$ cat config.mk
export PLATFORM = sky130hd
export DESIGN_NAME = nad_queue
export DESIGN_NICKNAME = d
export VERILOG_FILES = /design/src/design/nad_queue.sv
export SDC_FILE = /design/constraint.sdc
export NUM_CORES = 1
export LEC_CHECK = 0
export BUFFER_PORTS_ARGS = -buffer_cell sky130_fd_sc_hd__buf_2
export CORE_MARGIN = 2
export CORE_UTILIZATION = 40
export DETAILED_ROUTE_END_ITERATION = 10
export PLACE_DENSITY = 0.6
export SLEW_MARGIN = 20
export SYNTH_ARGS = -nofsm -noshare
export SYNTH_HDL_FRONTEND = slang
export SYNTH_SLANG_ARGS = --single-unit
$ cat constraint.sdc
create_clock -name clock -period 4.36 [get_ports clock]
set_clock_uncertainty 0.05 [all_clocks]
set_input_delay 0.436 -clock clock [delete_from_list [all_inputs] [get_ports clock]]
set_output_delay 0.436 -clock clock [all_outputs]
set_load 0.01 [all_outputs]
$ cat src/design/nad_queue.sv
`timescale 1ns / 1ps
`default_nettype none
// ============================================================================
// nad_queue - short FIFO between front and back
// Holds compare jobs so intake and result delivery stall independently.
// ============================================================================
module nad_queue #(
   parameter int WIDTH = 32,
   parameter int DEPTH = 2
) (
   input  logic             clock,
   input  logic             reset,
   input  logic             push,
   input  logic [WIDTH-1:0] push_data,
   output logic             ready,
   input  logic             pop,
   output logic             valid,
   output logic [WIDTH-1:0] head
);

   localparam int PTR_BITS = (DEPTH > 1) ? $clog2(DEPTH) : 1;
   localparam int CNT_BITS = $clog2(DEPTH + 1);

   logic [WIDTH-1:0]    entry_ff [DEPTH];
   logic [PTR_BITS-1:0] wr_ptr_ff, wr_ptr_in;
   logic [PTR_BITS-1:0] rd_ptr_ff, rd_ptr_in;
   logic [CNT_BITS-1:0] count_ff, count_in;

   always_comb begin
      wr_ptr_in = wr_ptr_ff;
      rd_ptr_in = rd_ptr_ff;
      count_in  = count_ff;
      if (push) begin
         wr_ptr_in = (wr_ptr_ff == PTR_BITS'(DEPTH - 1)) ? '0 : wr_ptr_ff + PTR_BITS'(1);
      end
      if (pop) begin
         rd_ptr_in = (rd_ptr_ff == PTR_BITS'(DEPTH - 1)) ? '0 : rd_ptr_ff + PTR_BITS'(1);
      end
      if (push && !pop) begin
         count_in = count_ff + CNT_BITS'(1);
      end else if (pop && !push) begin
         count_in = count_ff - CNT_BITS'(1);
      end
   end

   always_ff @(posedge clock) begin
      if (reset) begin
         wr_ptr_ff <= '0;
         rd_ptr_ff <= '0;
         count_ff  <= '0;
      end else begin
         wr_ptr_ff <= wr_ptr_in;
         rd_ptr_ff <= rd_ptr_in;
         count_ff  <= count_in;
      end
      if (push) begin
         entry_ff[wr_ptr_ff] <= push_data;
      end
   end

   assign ready = count_ff != CNT_BITS'(DEPTH);
   assign valid = count_ff != '0;
   assign head  = entry_ff[rd_ptr_ff];

   a_no_overflow: assert property (@(posedge clock) disable iff (reset)
      push |-> (ready || pop))
      else $error("push into full queue");

   a_no_underflow: assert property (@(posedge clock) disable iff (reset)
      pop |-> valid)
      else $error("pop from empty queue");

   a_count_range: assert property (@(posedge clock) disable iff (reset)
      count_ff <= CNT_BITS'(DEPTH))
      else $error("queue count out of range");

endmodule
`default_nettype wire

==> run_results.csv, run 1 <==
group,metric,value,unit
synthesis,ys_seq_area_share,80.3,%
placement,dp_hpwl,3.00,mm
synthesis,synthCells,122,
setup_path,critPathCapture,"head[21]",
sta,rsz0062_at_grt,"false",
power,p_leak,1.18,nW
synthesis,synth_area_per_cell,20.6,um^2
run,cap_violations,0,
power,clkPwrFrac,29.8,%
synthesis,synth_most_common_cell,"edfxtp_1",
route,drt_first_pass_iters,3,
route,drtIter0Drc,32,
synthesis,synth-main-ff-cell,"edfxtp_1",
clock_tree,clk_latency,0.32,ns
floorplan,initial_core_util,42.0,%
outcome,outcome,"completed",
setup_path,r2r_slack,2.55,ns
sta,setup_tns,0,ns
setup_path,crit-reg2reg-launch,"wr_ptr_ff",
global_routing,grt_antenna_before_repair,0,
sta,slew_headroom,37.0,%
placement,port_buffers,69,
synthesis,synth-xor-area-share,1.39,%
clock_tree,ctsHoldBuffers,0,
sta,setup_viol,0,
power,seqPwrFrac,59.0,%
synthesis,ys_ff_latch,69,
setup_path,crit_required,3.87,ns
setup_path,critical_path_class,"flop to output port",
setup_path,reg2reg_to,"entry_ff[1][15]",
synthesis,synth_top_family_by_area,"multiplexers",
synthesis,synthAdderAreaFrac,0.497,%
route,wire_per_inst,15.5,um
floorplan,die_x,83.3,um
synthesis,ys_types,17,
synthesis,ys_async_sr_fraction,0,%
global_routing,track_usage,13.5,%
global_routing,grt_pass1_vias,1448,
clock_tree,cts_setup_buffers,0,
synthesis,yosys.area.top_type,"edfxtp_1",
clock_tree,clk_path_buf_depth,2,
setup_path,arrival,1.82,ns
hold_path,min_path_type,"input port to flop",
global_routing,grt_pass1_wl,7.03,mm
synthesis,synth_edf_count,64,
setup_path,cp_max_fo,22,
synthesis,synth_warnings,0,
floorplan,dieArea,6940,um^2
sta,min_period,2.31,ns
clock_tree,cts_root_buffer,"clkbuf_8",
global_routing,grt_max_degree,33,
power,power.density,430,nW/um^2
route,ant_nets,0,
route,drc,0,
setup_path,end_kind,"output port",
layout,fill_cells,501,
setup_path,critPathLaunchType,"flop",
sta,finalHoldViolCount,0,
route,wl,4.31,mm
route,via_per_inst,4.66,
power,ir_drop,0.212,mV
layout,diodes,0,
floorplan,core,5990,um^2
synthesis,synth_compound_gate_area_share,0.398,%
synthesis,synthSimpleGateAreaFrac,1.84,%
clock_tree,cts_resized,0,
floorplan,rows,28,
synthesis,synth_common_cells,"64 x edfxtp_1, 32 x mux2_1, 5 x dfxtp_1",
power,swShare,22.3,%
synthesis,synth_nets,159,
placement,pre_cts_ws,2.35,ns
sta,fmax,433,MHz
sta,period_share,53.0,%
floorplan,dieHeight,83.3,um
layout,nets,237,
layout,syn2layout_area_growth,23.1,%
power,comb_power_share,11.2,%
clock_tree,cts.clk_slew.worst_paths,0.06,ns
layout,drive_gt1_share,40.2,%
synthesis,yosys.area.top_type_share,76.3,%
synthesis,synth_area_leaders,"edfxtp_1 76%, mux2_1 14%, dfxtp_1 4.0%, buf_4 0.89%, xnor2_1 0.70%",
sta,fin_ws,2.05,ns
power,p_int,1.04,mW
power,p_switching,0.298,mW
sta,worst_slew_pin_slew,0.943,ns
synthesis,synth_mux_area_share,14.3,%
clock_tree,cts_buffers,9,
hold_path,min_path_cells,1,
clock_tree,htree_levels,3,
route,vias,1301,
setup_path,r2r_cells,2,
sta,final_max_slew_viol_count,0,
floorplan,pin_count,70,
placement,finalWeightedCongestion,0.757,
clock_tree,cts_tree,"yes",
global_routing,grt_overflow,0,
synthesis,synth_area,2520,um^2
clock_tree,cts_sinks,69,
==> layer usage <==
layer	track usage [%]	up-vias	share of wire, %
met3	4.67	9	5.7
met1	15.3	629	42
met5	0	-	0
met2	22.5	40	50
li1	-	623	-
met4	6.71	0	2.0
==> per-stage QoR <==
step / utilization, % / total power, mW / cells / instance area (um^2) / hold slack [ns]
2_1_floorplan: - / 0.882 / 122 / 2520 / 0.411
3_3_place_gp: 49.3 / 0.946 / 264 / 2950 / 0.427
3_5_place_dp: 49.3 / 0.954 / 264 / 2950 / 0.461
4_1_cts: 51.7 / 1.35 / 279 / 3100 / 0.233
5_1_grt: 51.7 / 1.40 / 279 / 3100 / 0.225
6_report: 51.7 / 1.33 / 279 / 3100 / 0.249
==> kinds of logic (layout without fill, tap and decap cells) <==
kind of cell | Yosys count | in the layout
AOI/OAI and AO/OA | 2 | 2
xor gates and xnor gates | 4 | 4
adders and majority gates | 1 | 1
buffers and inverters | 5 | 87
DFF | 69 | 69
muxes | 32 | 32
and+or+nand+nor | 9 | 9
==> placed cells by master (no fill, tap or decap), drive strengths merged <==
cell | netlist | routed
dfxtp | 5 | 5
xnor2 | 2 | 2
buf | 4 | 71
ha | 1 | 1
a21oi | 1 | 1
nand2b | 1 | 1
clkbuf | 0 | 11
inv | 1 | 1
or3 | 1 | 1
edfxtp | 64 | 64
o21ai | 1 | 1
nor2b | 1 | 1
xor2 | 2 | 2
clkinv | 0 | 4
mux2 | 32 | 32
or2 | 1 | 1
nor2 | 4 | 4
and2 | 1 | 1
==> area by class of cell <==
cell class	count	area [um^2]	share of cell area, %
inverters	1	3.75	0.121
flip-flops and latches	69	2020	65.2
clock inverters	4	16.3	0.525
clock buffers	11	131	4.24
repair buffers	71	360	11.6
multi-input cells	48	472	15.2
well taps	75	93.8	3.03
==> how the worst min path moves through the flow <==
stage                        from         endpoint  slack [ns]
floorplan             count_ff[1]      count_ff[1]        0.41
global placement      count_ff[1]      count_ff[1]        0.43
detailed placement      rd_ptr_ff        rd_ptr_ff        0.46
CTS                 push_data[27]  entry_ff[1][27]        0.23
global route        push_data[22]  entry_ff[1][22]        0.23
finish              push_data[17]  entry_ff[1][17]        0.25
==> power groups by stage <==
| stage | clock network (mW) | logic [mW] | registers [mW] |
|---|---|---|---|
| finish | 0.397 | 0.150 | 0.786 |
| global route | 0.442 | 0.165 | 0.790 |
| CTS | 0.414 | 0.154 | 0.787 |
| detailed placement | 0 | 0.152 | 0.801 |
| global placement | 0 | 0.148 | 0.798 |
| floorplan | 0 | 0.0885 | 0.793 |
==> registers in the layout (all words and copies together), names as in the netlist, named ones only <==
name	cells
entry_ff	64
count_ff	2
rd_ptr_ff	1
wr_ptr_ff	1
==> critical path, cell delays in order, from the launching register on <==
cell and delay (ns):
dfxtp_1 0.59, buf_4 0.40, mux2_1 0.36, buf_2 0.15
(Power assumes the default switching activity.)
==> run 2: changes to the inputs <==
- clock period: 4.36 -> 2.3 ns (I/O delays scaled with it)
==> run_results.csv, run 2 (synthesis results as in run 1) <==
group,metric,value,unit
outcome,outcome,"completed",
setup_path,reg2reg_to,"entry_ff[1][0]",
power,comb_power_share,11.7,%
clock_tree,clk_path_buf_depth,2,
setup_path,crit-reg2reg-launch,"wr_ptr_ff",
hold_path,min_path_cells,1,
route,wl,4.30,mm
clock_tree,cts_root_buffer,"clkbuf_8",
clock_tree,clk_latency,0.32,ns
layout,drive_gt1_share,41.8,%
clock_tree,cts.clk_slew.worst_paths,0.07,ns
sta,min_period,1.76,ns
layout,diodes,0,
layout,reg_top3,"entry_ff (64), count_ff (2)",
clock_tree,cts_setup_buffers,0,
power,swShare,22.7,%
clock_tree,cts_sinks,69,
sta,finalHoldViolCount,0,
layout,layout_commonest_cell,"buf_2",
setup_path,cp_max_fo,22,
layout,regMostFlops,"entry_ff",
hold_path,min_to,"entry_ff[1][19]",
layout,syn2layout_area_growth,24.8,%
placement,dp_hpwl,2.92,mm
floorplan,dieArea,6940,um^2
clock_tree,cts_tree,"yes",
floorplan,die_x,83.3,um
floorplan,initial_core_util,42.0,%
global_routing,grt_max_degree,25,
setup_path,end_kind,"output port",
sta,rsz0062_at_grt,"false",
layout,largest_reg_flops,64,
route,drc,0,
route,via_per_inst,4.69,
hold_path,min_path_type,"input port to flop",
placement,finalWeightedCongestion,0.677,
global_routing,grt_pass1_wl,6.84,mm
power,clkPwrFrac,30.6,%
setup_path,crit_required,2.02,ns
sta,fmax,567,MHz
clock_tree,htree_levels,3,
sta,setup_viol,0,
route,vias,1328,
clock_tree,ctsHoldBuffers,0,
route,wire_per_inst,15.2,um
setup_path,critical_path_class,"flop to output port",
sta,slew_headroom,79.2,%
power,p_switching,0.583,mW
layout,nets,240,
floorplan,dieHeight,83.3,um
layout,final_cell_mix,"69 x buf_2, 64 x edfxtp_1, 32 x mux2_1",
setup_path,arrival,1.48,ns
floorplan,core,5990,um^2
setup_path,r2r_cells,2,
floorplan,rows,28,
clock_tree,cts_resized,0,
power,seqPwrFrac,57.7,%
layout,fill_cells,506,
layout,stdcell_count,283,
power,power.density,818,nW/um^2
sta,setup_tns,0,ns
route,drt_first_pass_iters,4,
route,ant_nets,0,
power,p_int,1.99,mW
setup_path,r2r_slack,1.02,ns
sta,period_share,76.7,%
global_routing,track_usage,12.9,%
sta,whs,0.0412,ns
sta,worst_slew_pin_slew,0.312,ns
power,ir_drop,0.389,mV
hold_path,min_from,"push_data[19]",
global_routing,grt_overflow,0,
clock_tree,cts_buffers,9,
run,cap_violations,0,
placement,port_buffers,69,
floorplan,pin_count,70,
power,p_leak,1.21,nW
sta,final_max_slew_viol_count,0,
global_routing,grt_pass1_vias,1438,
placement,dp_cells,267,
setup_path,critPathLaunchType,"flop",
global_routing,grt_antenna_before_repair,0,
route,drtIter0Drc,41,
-- run 2: cell count changes in the layout (fill, tap and decap cells not counted) --
cell | previous run | this run
clkinv_1 | 3 | 0
buf_4 | 2 | 4
clkbuf_1 | 2 | 4
clkinv_2 | 1 | 3
buf_12 | 0 | 1
-- run 2: routing by layer --
layer	GRT usage [%]	vias up	wire length [um]
met1	15.4	651	1760
li1	-	627	-
met2	21.6	46	2280
met5	0	-	0
met4	6.26	0	36
met3	3.48	4	226
-- run 2: cell type report --
type | instances | area, um^2 | area share, %
Sequential cell | 69 | 2020 | 64.4
Timing Repair Buffer | 74 | 395 | 12.6
Multi-Input combinational cell | 48 | 472 | 15.0
Tap cell | 75 | 93.8 | 2.99
Clock buffer | 13 | 139 | 4.42
Inverter | 1 | 3.75 | 0.120
Clock inverter | 3 | 15.0 | 0.478
-- run 2: metrics by stage --
step                power [mW]  worst slack [ns]  area, um^2  util [%]
CTS                       2.60             0.499        3140      52.4
global route              2.68             0.438        3140      52.4
finish                    2.57             0.536        3140      52.4
detailed placement        1.82             0.869        2990      49.9
floorplan                 1.67            0.0576        2520         -
global placement          1.80             0.880        2990      49.9
-- run 2: power groups by stage --
stage / Clock [mW] / Combinational [mW] / Sequential, mW
2_1_floorplan: 0 / 0.168 / 1.50
6_report: 0.785 / 0.301 / 1.48
4_1_cts: 0.808 / 0.308 / 1.48
3_5_place_dp: 0 / 0.306 / 1.51
5_1_grt: 0.858 / 0.331 / 1.49
3_3_place_gp: 0 / 0.298 / 1.50
-- run 2: how the worst max path moves through the flow --
stage | start | endpoint | slack [ns] | cells after the start
final | flop | head[0] | 0.54 | 3
after global routing | flop | head[0] | 0.44 | 3
after CTS | flop | head[0] | 0.50 | 3
after detailed placement | flop | head[0] | 0.87 | 3
after global placement | flop | head[0] | 0.88 | 3
after floorplan | wr_ptr_ff | entry_ff[0][0] | 0.06 | 1
-- run 2: worst max-delay path, cell delays in order, from the launching register on --
cell,delay [ns]
dfxtp_1,0.33
buf_4,0.31
mux2_1,0.37
buf_2,0.15
==> run 3: changes to the inputs <==
- PLACE_DENSITY: 0.6 -> 0.62
- clock period: 2.3 -> 1.6 ns (I/O delays scaled with it)
==> run_results.csv, run 3 (synthesis results as in run 1) <==
group,metric,value,unit
placement,place_area,2990,um^2
layout,post-route-cell-area,3740,um^2
layout,largest_reg_flops,64,
global_routing,grt_overflow,0,
placement,dp_hpwl,3.05,mm
clock_tree,cts.clk_slew.worst_paths,0.07,ns
global_routing,grt_pass1_vias,1667,
setup_path,arrival,1.39,ns
sta,period_share,100,%
layout,final_util,62.4,%
clock_tree,cts_tree,"yes",
setup_path,crit_chain,"buf_16 -> mux2_1 -> buf_2",
sta,min_period,1.60,ns
sta,setup_viol,1,
setup_path,critPathLaunchType,"flop",
clock_tree,cts_sinks,69,
clock_tree,clk_latency,0.32,ns
clock_tree,clk_path_buf_depth,2,
setup_path,critical_path_class,"flop to output port",
floorplan,rows,28,
placement,pre_cts_ws,0.294,ns
sta,slew_headroom,80.8,%
floorplan,dieArea,6940,um^2
placement,port_buffers,69,
layout,stdcell_count,319,
setup_path,crit-reg2reg-launch,"wr_ptr_ff",
global_routing,track_usage,14.9,%
sta,fmax,624,MHz
floorplan,pin_count,70,
layout,diodes,0,
power,power.density,1180,nW/um^2
floorplan,die_x,83.3,um
outcome,violations,"setup timing",
route,drtIter0Drc,48,
route,wl,5.09,mm
layout,nets,276,
power,ir_drop,0.783,mV
layout,regMostFlops,"entry_ff",
placement,finalWeightedCongestion,0.734,
power,p_leak,1.48,nW
route,wire_per_inst,15.9,um
sta,fin_ws,-0.00169,ns
global_routing,grt_max_degree,21,
hold_path,min_from,"pop",
route,ant_nets,0,
floorplan,core,5990,um^2
global_routing,grt_antenna_before_repair,0,
layout,drive_gt1_share,45.1,%
setup_path,max_stage_delay,0.41,ns
sta,worst_slew_pin_slew,0.288,ns
route,via_per_inst,4.66,
clock_tree,cts_buffers,9,
layout,reg_top3,"entry_ff (64), count_ff (2)",
layout,final_cell_mix,"64 x edfxtp_1, 59 x buf_2, 33 x dlygate4sd3_1",
layout,layout_commonest_cell,"edfxtp_1",
setup_path,crit_family,"flip-flops",
setup_path,slowest_stage,"dfxtp_4",
floorplan,dieHeight,83.3,um
placement,dp_cells,268,
clock_tree,cts_root_buffer,"clkbuf_8",
power,finalPower,4.40,mW
route,vias,1485,
setup_path,cp_max_fo,16,
sta,final_max_slew_viol_count,0,
setup_path,r2r_slack,0.36,ns
setup_path,end_kind,"output port",
sta,rsz0062_at_grt,"true",
route,drc,0,
route,drt_first_pass_iters,4,
outcome,outcome,"complete, but fails checks",
floorplan,initial_core_util,42.0,%
hold_path,min_path_type,"input port to flop",
setup_path,crit_required,1.39,ns
clock_tree,htree_levels,3,
run,cap_violations,0,
layout,syn2layout_area_growth,48.6,%
sta,finalHoldViolCount,0,
global_routing,grt_pass1_wl,7.85,mm
setup_path,cp_num_buf_inv,2,
## run 3: changes by cell type in the layout (fill, tap and decap cells not counted), moves of 2 or more
cell	change
buf_6	+10
clkinvlp_4	+2
clkinv_2	-2
clkbuf_1	-4
dlygate4sd3_1	+33
mux2_4	+16
bufinv_16	+3
buf_2	-10
mux2_1	-16
## run 3: routing by layer
layer | track usage [%] | wire (um) | up-vias
li1 | - | - | 702
met1 | 17.6 | 2100 | 734
met2 | 24.8 | 2690 | 41
met3 | 5.37 | 214 | 8
met4 | 5.81 | 82 | 0
met5 | 0 | 0 | -
## run 3: where the power goes
group | switching, mW | leakage [nW] | total (mW) | internal [mW]
registers | 0.0434 | 0.643 | 2.14 | 2.10
logic | 0.269 | 0.727 | 0.618 | 0.348
clock network | 0.612 | 0.113 | 1.64 | 1.03
total | 0.925 | 1.48 | 4.40 | 3.47
## run 3: cell type report
| cell class | instances | area (um^2) |
|---|---|---|
| Sequential cell | 69 | 2030 |
| Timing Repair Buffer | 110 | 848 |
| Inverter | 1 | 3.75 |
| Clock inverter | 7 | 114 |
| Multi-Input combinational cell | 48 | 532 |
| Clock buffer | 9 | 124 |
| Tap cell | 75 | 93.8 |
| Fill cell | 431 | 2250 |
## run 3: path summary, 6_finish.rpt
path | endpoint | cells past startpoint
worst max-delay path | head[9] | 3
worst min register to register | flop | 2
worst max register to register | entry_ff[1][4] | 2
worst min-delay path | flop | 3
## run 3: worst register-to-register path, cell delays in order, from the launching register on
cell,delay (ns)
dfxtp_1,0.41
and2_1,0.21
buf_4,0.25
## run 3: stage by stage
step	TNS [ns]	hold WS, ns
finish	-0.00169	0.0760
global route	-0.819	0.0987
CTS	-0.0665	0.0645
detailed placement	0	0.301
global placement	0	0.298
floorplan	-1.55	0.179
## run 3: timing repair
item | in CTS | in global routing
gates cloned | 1 | 1
setup buffers | 0 | 0
setup endpoints to repair | 32 | 29
hold buffers | 33 | 0
resized for setup | 5 | 24
endpoints found under the hold margin | 66 | 0
