**src/design/nad_pkg.sv**
```systemverilog
`timescale 1ns / 1ps
`default_nettype none
// ============================================================================
// nad_pkg - shared types and constants for the ascent direction block
// Sizes, register indexes, direction codes and the front/back request tag.
// ============================================================================
package nad_pkg;

   localparam int NAD_MAX_WIDTH   = 1024;
   localparam int NAD_PIXEL_BITS  = 8;
   localparam int NAD_QUEUE_DEPTH = 2;
   localparam int NAD_MAX_HEIGHT  = 1024;
   localparam int NAD_ROW_CAP     = 4096;
   localparam int NAD_ROW_BITS    = 13;
   localparam int NAD_SIZE_BITS   = 11;
   localparam int NAD_POS_BITS    = 10;
   localparam int NAD_DIR_BITS    = 4;
   localparam int NAD_CELLS       = 9;
   localparam int NAD_CENTER_CELL = 4;

   localparam logic [NAD_SIZE_BITS-1:0] NAD_WIDTH_RESET  = 11'd640;
   localparam logic [NAD_SIZE_BITS-1:0] NAD_HEIGHT_RESET = 11'd480;

   typedef enum logic [0:0] {
      CSR_IMAGE_WIDTH  = 1'b0,
      CSR_IMAGE_HEIGHT = 1'b1
   } nad_csr_index_type;

   typedef enum logic [0:0] {
      CMD_PIXEL = 1'b0,
      CMD_FLUSH = 1'b1
   } nad_command_type;

   localparam logic [NAD_DIR_BITS-1:0] DIR_CENTER     = 4'd0;
   localparam logic [NAD_DIR_BITS-1:0] DIR_UP         = 4'd1;
   localparam logic [NAD_DIR_BITS-1:0] DIR_UP_RIGHT   = 4'd2;
   localparam logic [NAD_DIR_BITS-1:0] DIR_RIGHT      = 4'd3;
   localparam logic [NAD_DIR_BITS-1:0] DIR_DOWN_RIGHT = 4'd4;
   localparam logic [NAD_DIR_BITS-1:0] DIR_DOWN       = 4'd5;
   localparam logic [NAD_DIR_BITS-1:0] DIR_DOWN_LEFT  = 4'd6;
   localparam logic [NAD_DIR_BITS-1:0] DIR_LEFT       = 4'd7;
   localparam logic [NAD_DIR_BITS-1:0] DIR_UP_LEFT    = 4'd8;

   typedef struct packed {
      logic [NAD_SIZE_BITS-1:0] image_width;
      logic [NAD_SIZE_BITS-1:0] image_height;
   } nad_cfg_type;

   // cell_ok bit k covers window cell k = 3*row + column, up-left first
   typedef struct packed {
      logic [NAD_CELLS-1:0]    cell_ok;
      logic [NAD_POS_BITS-1:0] row;
      logic [NAD_POS_BITS-1:0] column;
      logic                    last;
   } nad_tag_type;

   function automatic logic [NAD_DIR_BITS-1:0] nad_dir_code(input logic [3:0] slot);
      logic [NAD_DIR_BITS-1:0] code;
      case (slot)
         4'd0:    code = DIR_UP_LEFT;
         4'd1:    code = DIR_UP;
         4'd2:    code = DIR_UP_RIGHT;
         4'd3:    code = DIR_LEFT;
         4'd5:    code = DIR_RIGHT;
         4'd6:    code = DIR_DOWN_LEFT;
         4'd7:    code = DIR_DOWN;
         4'd8:    code = DIR_DOWN_RIGHT;
         default: code = DIR_CENTER;
      endcase
      return code;
   endfunction

endpackage
`default_nettype wire

```
**src/design/nad_back.sv**
```systemverilog
`timescale 1ns / 1ps
`default_nettype none
// ============================================================================
// nad_back - 3x3 compare and result register
// Scans the window in row order for the greatest unmasked neighbor above
// the center and holds the result until the response side takes it.
// ============================================================================
module nad_back import nad_pkg::*; #(
   parameter int PIXEL_BITS = NAD_PIXEL_BITS
) (
   input  logic                            clock,
   input  logic                            reset,
   input  logic                            q_valid,
   input  logic [NAD_CELLS*PIXEL_BITS-1:0] q_pixels,
   input  nad_tag_type                     q_tag,
   output logic                            q_pop,
   output logic                            rsp_tvalid,
   input  logic                            rsp_tready,
   output logic [23:0]                     rsp_tdata,
   output logic                            rsp_tlast
);

   logic                    rsp_tvalid_ff, rsp_tvalid_in;
   logic [23:0]             rsp_tdata_ff;
   logic                    rsp_tlast_ff;
   logic [PIXEL_BITS-1:0]   best;
   logic [NAD_DIR_BITS-1:0] dir;

   always_comb begin
      best = q_pixels[NAD_CENTER_CELL*PIXEL_BITS +: PIXEL_BITS];
      dir  = DIR_CENTER;
      for (int k = 0; k < NAD_CELLS; k++) begin
         if (q_tag.cell_ok[k] && (q_pixels[k*PIXEL_BITS +: PIXEL_BITS] > best)) begin
            best = q_pixels[k*PIXEL_BITS +: PIXEL_BITS];
            dir  = nad_dir_code(4'(k));
         end
      end
   end

   always_comb begin
      q_pop         = q_valid && (!rsp_tvalid_ff || rsp_tready);
      rsp_tvalid_in = rsp_tvalid_ff;
      if (q_pop) begin
         rsp_tvalid_in = 1'b1;
      end else if (rsp_tready) begin
         rsp_tvalid_in = 1'b0;
      end
   end

   always_ff @(posedge clock) begin
      if (reset) begin
         rsp_tvalid_ff <= 1'b0;
      end else begin
         rsp_tvalid_ff <= rsp_tvalid_in;
      end
      if (q_pop) begin
         rsp_tdata_ff <= {q_tag.column, q_tag.row, dir};
         rsp_tlast_ff <= q_tag.last;
      end
   end

   assign rsp_tvalid = rsp_tvalid_ff;
   assign rsp_tdata  = rsp_tdata_ff;
   assign rsp_tlast  = rsp_tlast_ff;

   a_dir_range: assert property (@(posedge clock) disable iff (reset)
      rsp_tvalid_ff |-> (rsp_tdata_ff[NAD_DIR_BITS-1:0] <= DIR_UP_LEFT))
      else $error("direction code out of range");

   a_drain_empty: assert property (@(posedge clock) disable iff (reset)
      (q_valid && !rsp_tvalid_ff) |-> q_pop)
      else $error("queued job not taken into empty result register");

endmodule
`default_nettype wire

```
**config.mk**
```make
export PLATFORM = sky130hd
export DESIGN_NAME = nad_back
export DESIGN_NICKNAME = d
export VERILOG_FILES = /design/src/design/nad_pkg.sv /design/src/design/nad_back.sv
export SDC_FILE = /design/constraint.sdc
export NUM_CORES = 1
export LEC_CHECK = 0
export ABC_AREA = 1
export BUFFER_PORTS_ARGS = -buffer_cell sky130_fd_sc_hd__buf_4
export CAP_MARGIN = 25
export CORE_UTILIZATION = 55
export CTS_CLUSTER_SIZE = 30
export DETAILED_ROUTE_END_ITERATION = 16
export GPL_TIMING_DRIVEN = 1
export HOLD_SLACK_MARGIN = 0.03
export PLACE_DENSITY = 0.89
export SYNTH_ARGS = -nofsm -noshare
export SYNTH_HDL_FRONTEND = slang
export SYNTH_SLANG_ARGS = --single-unit
```
**constraint.sdc**
```tcl
create_clock -name clock -period 33.3 [get_ports clock]
set_input_delay 3.33 -clock clock [delete_from_list [all_inputs] [get_ports clock]]
set_output_delay 3.33 -clock clock [all_outputs]
set_load 0.005 [all_outputs]
```
==> run summary, run 1 <==
The final antenna diode count came out at 0. The overflow left after global routing came out at 0. The initialized floorplan defines 29 standard-cell rows. The first-pass detailed-route iteration total came out at 4. Of all flip-flops after synthesis, the portion carrying an async set or reset was 0%. Clock latency on the worst-skew pair, taken at its later pin, is 0.27 ns. The layout-stage area growth over the synthesis result is 30.58%. The warning count from the yosys run came out at 0.

The routability-driven placement congestion ratio came out at 0.9695. After clock tree synthesis, the clock-pin slew on the worst setup and hold paths is 0.08 ns. The worst-path maximum fanout is 20. The count of distinct cell types in the synthesized netlist is 31.

The startpoint identified for the worst register-to-register timing path is rsp_tvalid. The final route contains 3934 vias. The run finished with clean final reports.

STA classifies the critical path endpoint as a flip-flop. After synthesis, the largest family of logic cells by area is simple AND/OR/NAND/NOR gates. The number of buffers created by CTS is 3. The worst slew margin relative to its limit is 64.74%. The mean post-synth cell area came out at 7.149 um^2. Buffers added to address setup during post-CTS repair amount to 0. The maximum single-stage delay on the critical path is 0.41 ns. Among all flip-flop cells after synthesis, the most frequent one is edfxtp_1. The number of global-route vias before repair came to 3960. The count of pins over their slew limit came out at 0. The hold-fix buffer count after cts came out at 0. The count of nets left with antenna violations after detail routing is 0. The worst-case vdd ir drop came out at 49.66 uV. The average wire length per cell after detail routing is 14.81 um. The H-tree depth is 1. The required arrival time at the worst endpoint is 33.41 ns.

The logic depth of the worst register-to-register path came out at 2. The number of antenna violations at the first check in global routing is 0. The worst endpoint data arrival time came out at 15.47 ns. The number of DRC markers in iteration 0 is 123.

Measured along the y axis, the die boundary spans 83.10 um. For this run, design rule violations remaining after detail routing come to 0. The cell occurring most often along the worst timing path is nand2_1. By startpoint and endpoint, the worst setup path is classified as input port to flip-flop. The quantity of gates resized following cts is 0. The share of layout cells above drive strength 1 came out at 28.59%. The number of failing setup endpoints in the final timing report came out at 0. For this design the static power due to leakage is 2.546 nW. The area fraction in and, or, nand and nor cells after synthesis is 33.48%.

The endpoint identified for the worst register-to-register timing path is rsp_tdata[21]. The number of hold violations in the final report is 0. The power per cell area is 53.74 nW/um^2. The netlist area before placement is 3617 um^2. The library cell used most frequently in the layout, excluding fill and tap cells, is buf_4.

In the synthesized netlist, the number of instances is 506. Once the floorplan was initialized, standard cells occupied 56.97% of the core. The floorplan step set the die width to 83.10 um. The number of enable flip-flop cells after synthesis is 25. In this run, synthesis produced a sequential element count of 26.

The number of primary I/O pins is 133. During placement, the flow inserted port buffers numbering 132. The type of the most critical hold path is flip-flop to flip-flop. Setup repair after global routing left no endpoint under its margin. The root buffer cell is clkbuf_8. Detailed placement ended at an HPWL of 9154 um. The sequential share of the synthesized area came out at 21.31%. TritonCTS built the clock tree. Summing the areas of all xor and xnor instances in the mapped netlist gives 0% of the synthesized area. The portion of netlist area occupied by mux cells is 0%.

When the netlist entered floorplanning its net count stood at 678. The fraction of the cycle the final worst path needs is 46.13%. The cell depth of the worst min-delay path came out at 2.

The final worst clock skew is 0.003700 ns. The core region is 6350 um^2. For this run, the top clock speed supported by timing is 0.06510 GHz. The fraction of the mapped netlist area in compound gates is 14.08%. The count of placed standard cells in the final layout, fillers left out came out at 710. The aggregate routed wire length came out at 10510 um. The arithmetic-cell share of the synthesized area counting full adders, half adders and majority gates came out at 22.83%. The top cell types in the final layout, fill and taps aside, are buf_4 (133), nand2_1 (114), ha_1 (66). The transition time at the pin with the least slew margin came out at 0.5233 ns.

The worst hold path terminates at rsp_tvalid. The maximum buffer depth of the clock tree is 2. Entering global routing, the biggest net connects 27 pins.

STA classifies the critical path startpoint as an input port. The clock period minus final worst setup slack is 15.36 ns. The overall die area came out at 6905 um^2.

In this run the most critical hold path is launched from rsp_tvalid. The flop-to-flop setup slack is 32.18 ns. The overall fraction of global-route tracks in use came out at 30.56%. The slowest stage of the critical path belongs to the cell or2_2. The first-pass GRT wire length is 17170 um.

In the routed layout, each cell is associated on average with a via count of 5.541. The final layout contains 806 nets. The clock sink count came out at 26. Once placement completed, the tool counted placed cells totaling 706. The number of filler instances in the final layout is 496. The summed negative setup slack over all endpoints came out at 0 ns.

The tool flagged a number of max-cap violations equal to 0.
==> per-stage QoR <==
step	power [mW]	hold WS [ns]	cell area, um^2	setup WS, ns	utilization [%]
5_1_grt	0.2821	0.5158	4723	16.56	74.38
3_5_place_dp	0.2254	0.4841	4652	17.84	73.26
4_1_cts	0.2529	0.4972	4723	18.00	74.38
6_report	0.2538	0.4935	4723	17.94	74.38
3_3_place_gp	0.2162	0.4704	4652	18.17	73.26
2_1_floorplan	0.1771	0.4619	3617	18.87	-
==> routing by layer <==
metal	vias up	share of wire, %	GRT usage [%]
li1	1985	-	-
met1	1739	40	33.06
met2	178	51	58.35
met3	32	5.8	3.877
met4	0	4.0	14.26
met5	-	0	0
==> area by class of cell <==
type	count	area (um^2)	area share [%]
multi-input combinational	407	2550	53.99
timing repair buffer	133	998.5	21.14
sequential	26	770.7	16.32
inverter	63	236.5	5.007
tap	77	96.34	2.040
clock buffer	3	41.29	0.8742
clock inverter	1	30.03	0.6358
==> synthesized netlist by cell type, types with 6 or more instances <==
master    instances  area share [%]
a211oi_1          6             1.2
a21oi_1          18             2.5
and2_1            8             1.4
clkbuf_1          7            0.73
edfxtp_1         25              21
ha_1             66              23
inv_1            62             6.4
nand2_1         114              12
nand2_2          24             4.2
nand2_4           6             1.9
nand3_1          59             8.2
nand4_1           9             1.6
nor2_1           18             1.9
o21a_1            6             1.2
o21ai_0          46             6.4
o21bai_1          6             1.2
or2_2             7             1.2
==> where the power goes <==
group          leakage, nW  total, mW  internal [mW]  switching (mW)
combinational         2.26      0.186         0.0751           0.111
sequential           0.251     0.0422         0.0409         0.00122
clock               0.0357     0.0257         0.0161         0.00962
==> sequential cells by signal (all words and copies together) (netlist names) <==
signal	cells
rsp_tlast	1
rsp_tvalid	1
rsp_tdata	24
==> worst max-delay path by stage <==
stage	from	end	cells after the start
CTS	q_pixels[39]	rsp_tdata[3]	75
floorplan	q_pixels[39]	rsp_tdata[1]	80
global placement	q_pixels[39]	rsp_tdata[3]	75
global route	q_pixels[39]	rsp_tdata[3]	76
detailed placement	q_pixels[34]	rsp_tdata[3]	74
finish	q_pixels[34]	rsp_tdata[3]	74
==> kinds of logic (layout without fill, tap and decap cells) <==
group / after synthesis / after routing
AOI/OAI and AO/OA: 89 / 89
adders and majority gates: 66 / 66
buffers and inverters: 73 / 200
DFF: 26 / 26
and+or+nand+nor: 252 / 252
==> critical path: cells and delay by family <==
kind                     cells  cell delay (ns)
AND/OR/NAND/NOR             37             4.66
AO/OA/AOI/OAI               22             4.23
adder cells (fa/ha/maj)      9             2.68
buffers and inverters        6             0.51
(Power assumes the default switching activity.)
==> run 2: changes to the inputs <==
- CORE_UTILIZATION: 55 -> 46
- PLACE_DENSITY: 0.89 -> 0.79
- clock period: 33.3 -> 13.83 ns (I/O delays scaled with it)
==> run summary, run 2 (same netlist as run 1, synthesis figures left out) <==
The count of nets left with antenna violations after detail routing came out at 0 (unchanged). The maximum single-stage delay on the critical path is 0.36 ns (-0.05 ns). Based on the critical path, the design can be clocked at up to 0.07864 GHz. The most frequent standard cell in the layout excluding fill and tap cells is buf_4. The die extent in y came out at 90.68 um (+9.1%). The post-route DRC violation count came to 0 (unchanged).

The number of filler instances in the final layout came out at 636 (+28%). The startpoint-to-endpoint class of the critical path is input port to flip-flop. The number of placement rows was 31 (+6.9%). The clock sink count is 26 (unchanged).

The via count came out at 3872 (-1.6%). The first-pass GRT wire length is 16030 um (-6.7%). Leaving out fill and tap cells, the most frequent cells in the layout are buf_4 (137), nand2_1 (113), ha_1 (66).

The average wire length per cell after detail routing was 13.42 um (-9.4%). The count of pins over their slew limit came to 0 (unchanged). The number of failing setup endpoints in the final timing report is 0 (unchanged). The routability-driven placement congestion ratio is 0.9552 (-1.5%). The number of antenna violations at the first check in global routing is 0 (unchanged). The maximum buffer depth of the clock tree came out at 2 (unchanged). Setup repair after global routing left no endpoint under its margin. The number of buffers created by CTS is 3 (unchanged). Clock tree synthesis selected as its root buffer the cell clkbuf_8. The final worst clock skew is 0.005604 ns (+0.001904 ns).

The maximum number of pins on one net before global-route repair came out at 27 (unchanged). The layout-stage area growth over the synthesis result came out at 32.06%. The run finished with clean final reports.

The worst setup path is captured at a flip-flop. The net count of the finished layout came to 810 (+0.50%). The overflow left after global routing came out at 0 (unchanged).

The power per cell area came out at 124.8 nW/um^2 (+130%). The worst-case vdd ir drop came out at 42.57 uV (-14%). The CTS clock-pin slew for the worst setup and hold paths was 0.08 ns (about the same). Counting stages on the worst path, the most repeated cell is nand2_1. The summed negative setup slack over all endpoints is 0 ns (unchanged). The initial standard-cell utilization of the core came out at 48.83% (-8.1 points). The number of primary I/O pins is 133 (unchanged). Among all stages on the critical path, the largest delay is contributed by ha_1. The port buffer count was 132 (unchanged). The worst-path maximum fanout came out at 20 (unchanged). The number of DRC markers in iteration 0 is 130 (+5.7%). The chip width came out at 90.68 um (+9.1%). The aggregate routed wire length is 9874 um (-6.1%). The worst endpoint data arrival time was 12.83 ns (-2.64 ns).

TritonCTS built the clock tree. The transition time at the pin with the least slew margin is 0.4977 ns (-0.02567 ns). The fraction of the cycle the final worst path needs is 91.95%. The worst setup path is launched from an input port. The H-tree depth is 1 (unchanged).

The number of violations of the max-capacitance limit is 0 (unchanged). The detailed-placement wirelength estimate is 8610 um (-5.9%). The minimum setup slack after placement came to 0.3021 ns (-17.54 ns). The post-route worst setup slack came out at 1.113 ns (-16.83 ns). The worst slew margin relative to its limit came out at 66.47% (+1.7 points). The clock period minus final worst setup slack is 12.72 ns. The hold-fix buffer count after cts came out at 0 (unchanged). The overall die area was 8222 um^2 (+19%). The flip-flop count of the largest register after layout came to 24 (unchanged).

The clock insertion delay at the later pin of the skew report is 0.26 ns (about the same). The share of layout cells above drive strength 1 came out at 29.20% (+0.61 points). The first-pass detailed-route iteration total is 5 (+1).

The overall fraction of global-route tracks in use is 23.51% (-7.0 points). The number of hold violations in the final report was 0 (unchanged). The leakage component of the power is 2.569 nW (+0.90%). The placeable core area came out at 7408 um^2 (+17%). The required arrival time at the worst endpoint came out at 13.94 ns (-19.47 ns).

The vias per cell is 5.261 (-5.1%). The type of the most critical hold path is flip-flop to flip-flop. The number of global-route vias before repair is 3673 (-7.2%).

The final antenna diode count came out at 0 (unchanged).
## run 2: cell types whose count changed in the layout (fill, tap and decap cells not counted), moves of 2 or more
cell     previous run  this run
o21ai_0            46        41
o21ai_1             0         5
buf_4             133       137
nand2_4             6         9
nand2_2            24        22
## run 2: power breakdown
| part | switching, mW | internal (mW) | total [mW] |
|---|---|---|---|
| combinational | 0.266 | 0.190 | 0.455 |
| sequential | 0.00232 | 0.0985 | 0.101 |
| clock | 0.0197 | 0.0205 | 0.0402 |
| total | 0.288 | 0.309 | 0.596 |
## run 2: area by class of cell
class | instances | area, um^2 | area share (%)
clock buffers | 4 | 45.04 | 0.9429
inverters | 63 | 236.5 | 4.950
multi-input cells | 407 | 2572 | 53.85
flip-flops and latches | 26 | 770.7 | 16.13
well taps | 99 | 123.9 | 2.593
repair buffers | 137 | 1028 | 21.53
## run 2: repair_timing
action,4_1_cts,5_1_grt
resized for setup,0,10
buffers inserted,0,4
endpoints found under the setup margin,0,4
## run 2: through the flow
stage          area (um^2)  power, mW  hold WS, ns  instances  util, %
6_report              4777     0.5961       0.4913        736    64.48
5_1_grt               4777     0.6675       0.5270        736    64.48
4_1_cts               4725     0.5813       0.4973        732    63.77
3_5_place_dp          4679     0.5398       0.4858        728    63.17
3_3_place_gp          4679     0.5221       0.4730        728    63.17
2_1_floorplan         3617     0.4265       0.4619        506        -
## run 2: final timing paths
path	startpoint	end	slack, ns	depth (start not counted)
setup / recovery	q_pixels[34]	rsp_tdata[3]	1.11	76
hold / removal	rsp_tvalid	rsp_tvalid	0.49	2
setup reg to reg	rsp_tvalid	rsp_tdata[5]	12.73	2
hold reg to reg	rsp_tvalid	rsp_tvalid	0.49	2
## run 2: worst max-delay path: cells and delay by family
kind / cells / cell delay (ns)
and+or+nand+nor: 39 / 4.33
AOI/OAI and AO/OA: 21 / 3.77
buffers and inverters: 7 / 0.61
adders and majority gates: 9 / 2.71
## run 2: routing by layer
layer  track usage (%)  share of wire (%)
met2             42.93                 48
met4             6.855                2.1
met1             29.07                 43
met3             2.189                6.0
met5                 0                  0
==> run 3: changes to the inputs <==
- CORE_UTILIZATION: 46 -> 55
- PLACE_DENSITY: 0.79 -> 0.89
- clock period: 13.83 -> 16.4 ns (I/O delays scaled with it)
==> run summary, run 3 (same netlist as run 1, synthesis figures left out) <==
The number of primary I/O pins came out at 133 (unchanged). The overflow left after global routing came out at 0 (unchanged). The clock insertion delay at the later pin of the skew report is 0.27 ns (about the same). STA classifies the critical path startpoint as an input port. The count of nets left with antenna violations after detail routing is 0 (unchanged).

The kind of end point of the critical path is a flip-flop. The quantity of gates resized following cts came out at 0 (unchanged). The combinational share of power is 73.7% (-2.7 points). The switching part of the total came to 48.61% (+0.37 points).

The CTS clock-pin slew for the worst setup and hold paths was 0.09 ns (about the same). The number of hold violations in the final report came out at 0 (unchanged). The chip width was 83.10 um (-8.4%). The worst hold path begins at rsp_tvalid. The leakage component of the power is 2.546 nW (-0.89%). The number of buffers created by CTS came out at 3 (unchanged). The hold-fix buffer count after cts is 0 (unchanged).

The first-pass detailed-route iteration total came out at 4 (-1). The TritonCTS clock tree is yes. The aggregate routed wire length is 10760 um (+9.0%).

In this run the worst setup path begins at q_pixels[39]. The power per cell area is 110.8 nW/um^2 (-11%). The share of total power in the clock network is 10.0% (+3.3 points). The flow ran to the end, and the final reports show no timing, DRC or antenna violations. The share of layout cells above drive strength 1 was 28.59% (-0.61 points).

The overall fraction of global-route tracks in use is 31.33% (+7.8 points). The number of violations of the max-capacitance limit came out at 0 (unchanged). The fraction of the cycle the final worst path needs is 83.89%. The net count of the finished layout is 806 (-0.49%). The maximum single-stage delay on the critical path is 0.41 ns (+0.05 ns). The clock period minus final worst setup slack came out at 13.76 ns. The root buffer cell is clkbuf_8. The min-delay analysis places its worst path in the category flip-flop to flip-flop. The vias per cell came to 5.554 (+5.6%). The first-pass GRT wire length came out at 17570 um (+9.6%).

The average wire length per cell after detail routing came to 15.16 um (+13%). The placeable core area came to 6350 um^2 (-14%). The number of placement rows came to 29 (-6.5%). The number of filler instances in the final layout is 510 (-20%). The startpoint-to-endpoint class of the critical path is input port to flip-flop.

The detailed-placement wirelength estimate was 9196 um (+6.8%). The port buffer count is 132 (unchanged). The sequential fraction of design power is 16.3% (-0.6 points). The via count is 3943 (+1.8%). The worst-path maximum fanout is 20 (unchanged).

The post-CTS setup-driven buffer insertion count is 0 (unchanged). The most numerous cell type found on the critical path is nand2_1. The post-route DRC violation count came out at 0 (unchanged). The initial standard-cell utilization of the core came out at 56.97% (+8.1 points).

The final antenna diode count came out at 0 (unchanged). The maximum number of pins on one net before global-route repair was 27 (unchanged). The overall die area came out at 6905 um^2 (-16%). The number of antenna violations at the first check in global routing came out at 0 (unchanged). The flip-flop count of the largest register after layout came out at 24 (unchanged).

The die extent in y is 83.10 um (-8.4%). Leaving out fill and tap cells, the most frequent cell in the layout is buf_4. The clock sink count came to 26 (unchanged). The summed negative setup slack over all endpoints came out at 0 ns (unchanged). The internal cell power was 0.2690 mW (-13%). The transition time at the pin with the least slew margin is 0.5353 ns (+0.03759 ns). In the layout the commonest cells are buf_4 (133), nand2_1 (114), ha_1 (66). The worst endpoint data arrival time is 13.88 ns (+1.05 ns). The required arrival time at the worst endpoint is 16.52 ns (+2.58 ns). The peak clock frequency supported by timing came out at 0.07269 GHz. The number of global-route vias before repair came out at 3944 (+7.4%). For this design, the slowest cell found on the critical path is or2_2. The final worst clock skew came to 0.003693 ns (-0.001912 ns). The H-tree depth came out at 1 (unchanged). The layout-stage area growth over the synthesis result came out at 30.58%.

The final hold slack came out at 0.5297 ns (+0.03847 ns). Setup repair after global routing left no endpoint under its margin. The routability-driven placement congestion ratio was 0.9705 (+1.6%). The total net switching power was 0.2545 mW (-12%). The number of DRC markers in iteration 0 is 205 (+58%). The number of failing setup endpoints in the final timing report came to 0 (unchanged). The worst slew margin relative to its limit is 64.23% (-2.2 points). The maximum buffer depth of the clock tree was 2 (unchanged). The worst-case vdd ir drop was 109.8 uV (+160%). The count of pins over their slew limit is 0 (unchanged). The startpoint identified for the worst register-to-register timing path is rsp_tvalid.
## run 3: power by group through the flow
stage | clock network (mW) | logic, mW | registers [mW]
after global placement | 0 | 0.353 | 0.0863
after global routing | 0.0555 | 0.436 | 0.0861
final | 0.0524 | 0.386 | 0.0853
after detailed placement | 0 | 0.373 | 0.0868
after floorplan | 0 | 0.272 | 0.0876
after CTS | 0.0529 | 0.381 | 0.0854
## run 3: worst max-delay path: cells and delay by family
kind                     cells  cell delay (ns)
buffers and inverters        7             0.47
AO/OA/AOI/OAI               21             4.18
AND/OR/NAND/NOR             39             4.78
adder cells (fa/ha/maj)      9             2.79
## run 3: layout make-up
cell class	count	area, um^2	area share, %
Clock buffer	3	41.29	0.8742
Sequential cell	26	770.7	16.32
Multi-Input combinational cell	407	2550	53.99
Tap cell	77	96.34	2.040
Inverter	63	236.5	5.007
Clock inverter	1	30.03	0.6358
Timing Repair Buffer	133	998.5	21.14
## run 3: worst paths after layout
check / slack [ns] / cells past startpoint / to
worst max-delay path: 2.64 / 76 / rsp_tdata[3]
worst min-delay path: 0.53 / 2 / rsp_tvalid
worst max register to register: 15.27 / 2 / rsp_tdata[11]
worst min register to register: 0.53 / 2 / rsp_tvalid
## run 3: metal layers
metal / global-route usage, % / vias to the layer above / part of all wire (%)
met5: 0 / - / 0
met4: 17.71 / 0 / 4.9
met3: 5.070 / 48 / 6.9
met2: 58.12 / 202 / 50
met1: 33.38 / 1712 / 38
li1: - / 1981 / -
## run 3: through the flow
stage          cells  cell area [um^2]  power, mW  util (%)  setup slack [ns]
3_5_place_dp     706              4652     0.4598     73.26             2.567
4_1_cts          710              4723     0.5190     74.38             2.754
5_1_grt          710              4723     0.5779     74.38             1.431
6_report         710              4723     0.5235     74.38             2.642
2_1_floorplan    506              3617     0.3597         -             3.656
3_3_place_gp     706              4652     0.4390     73.26             2.965
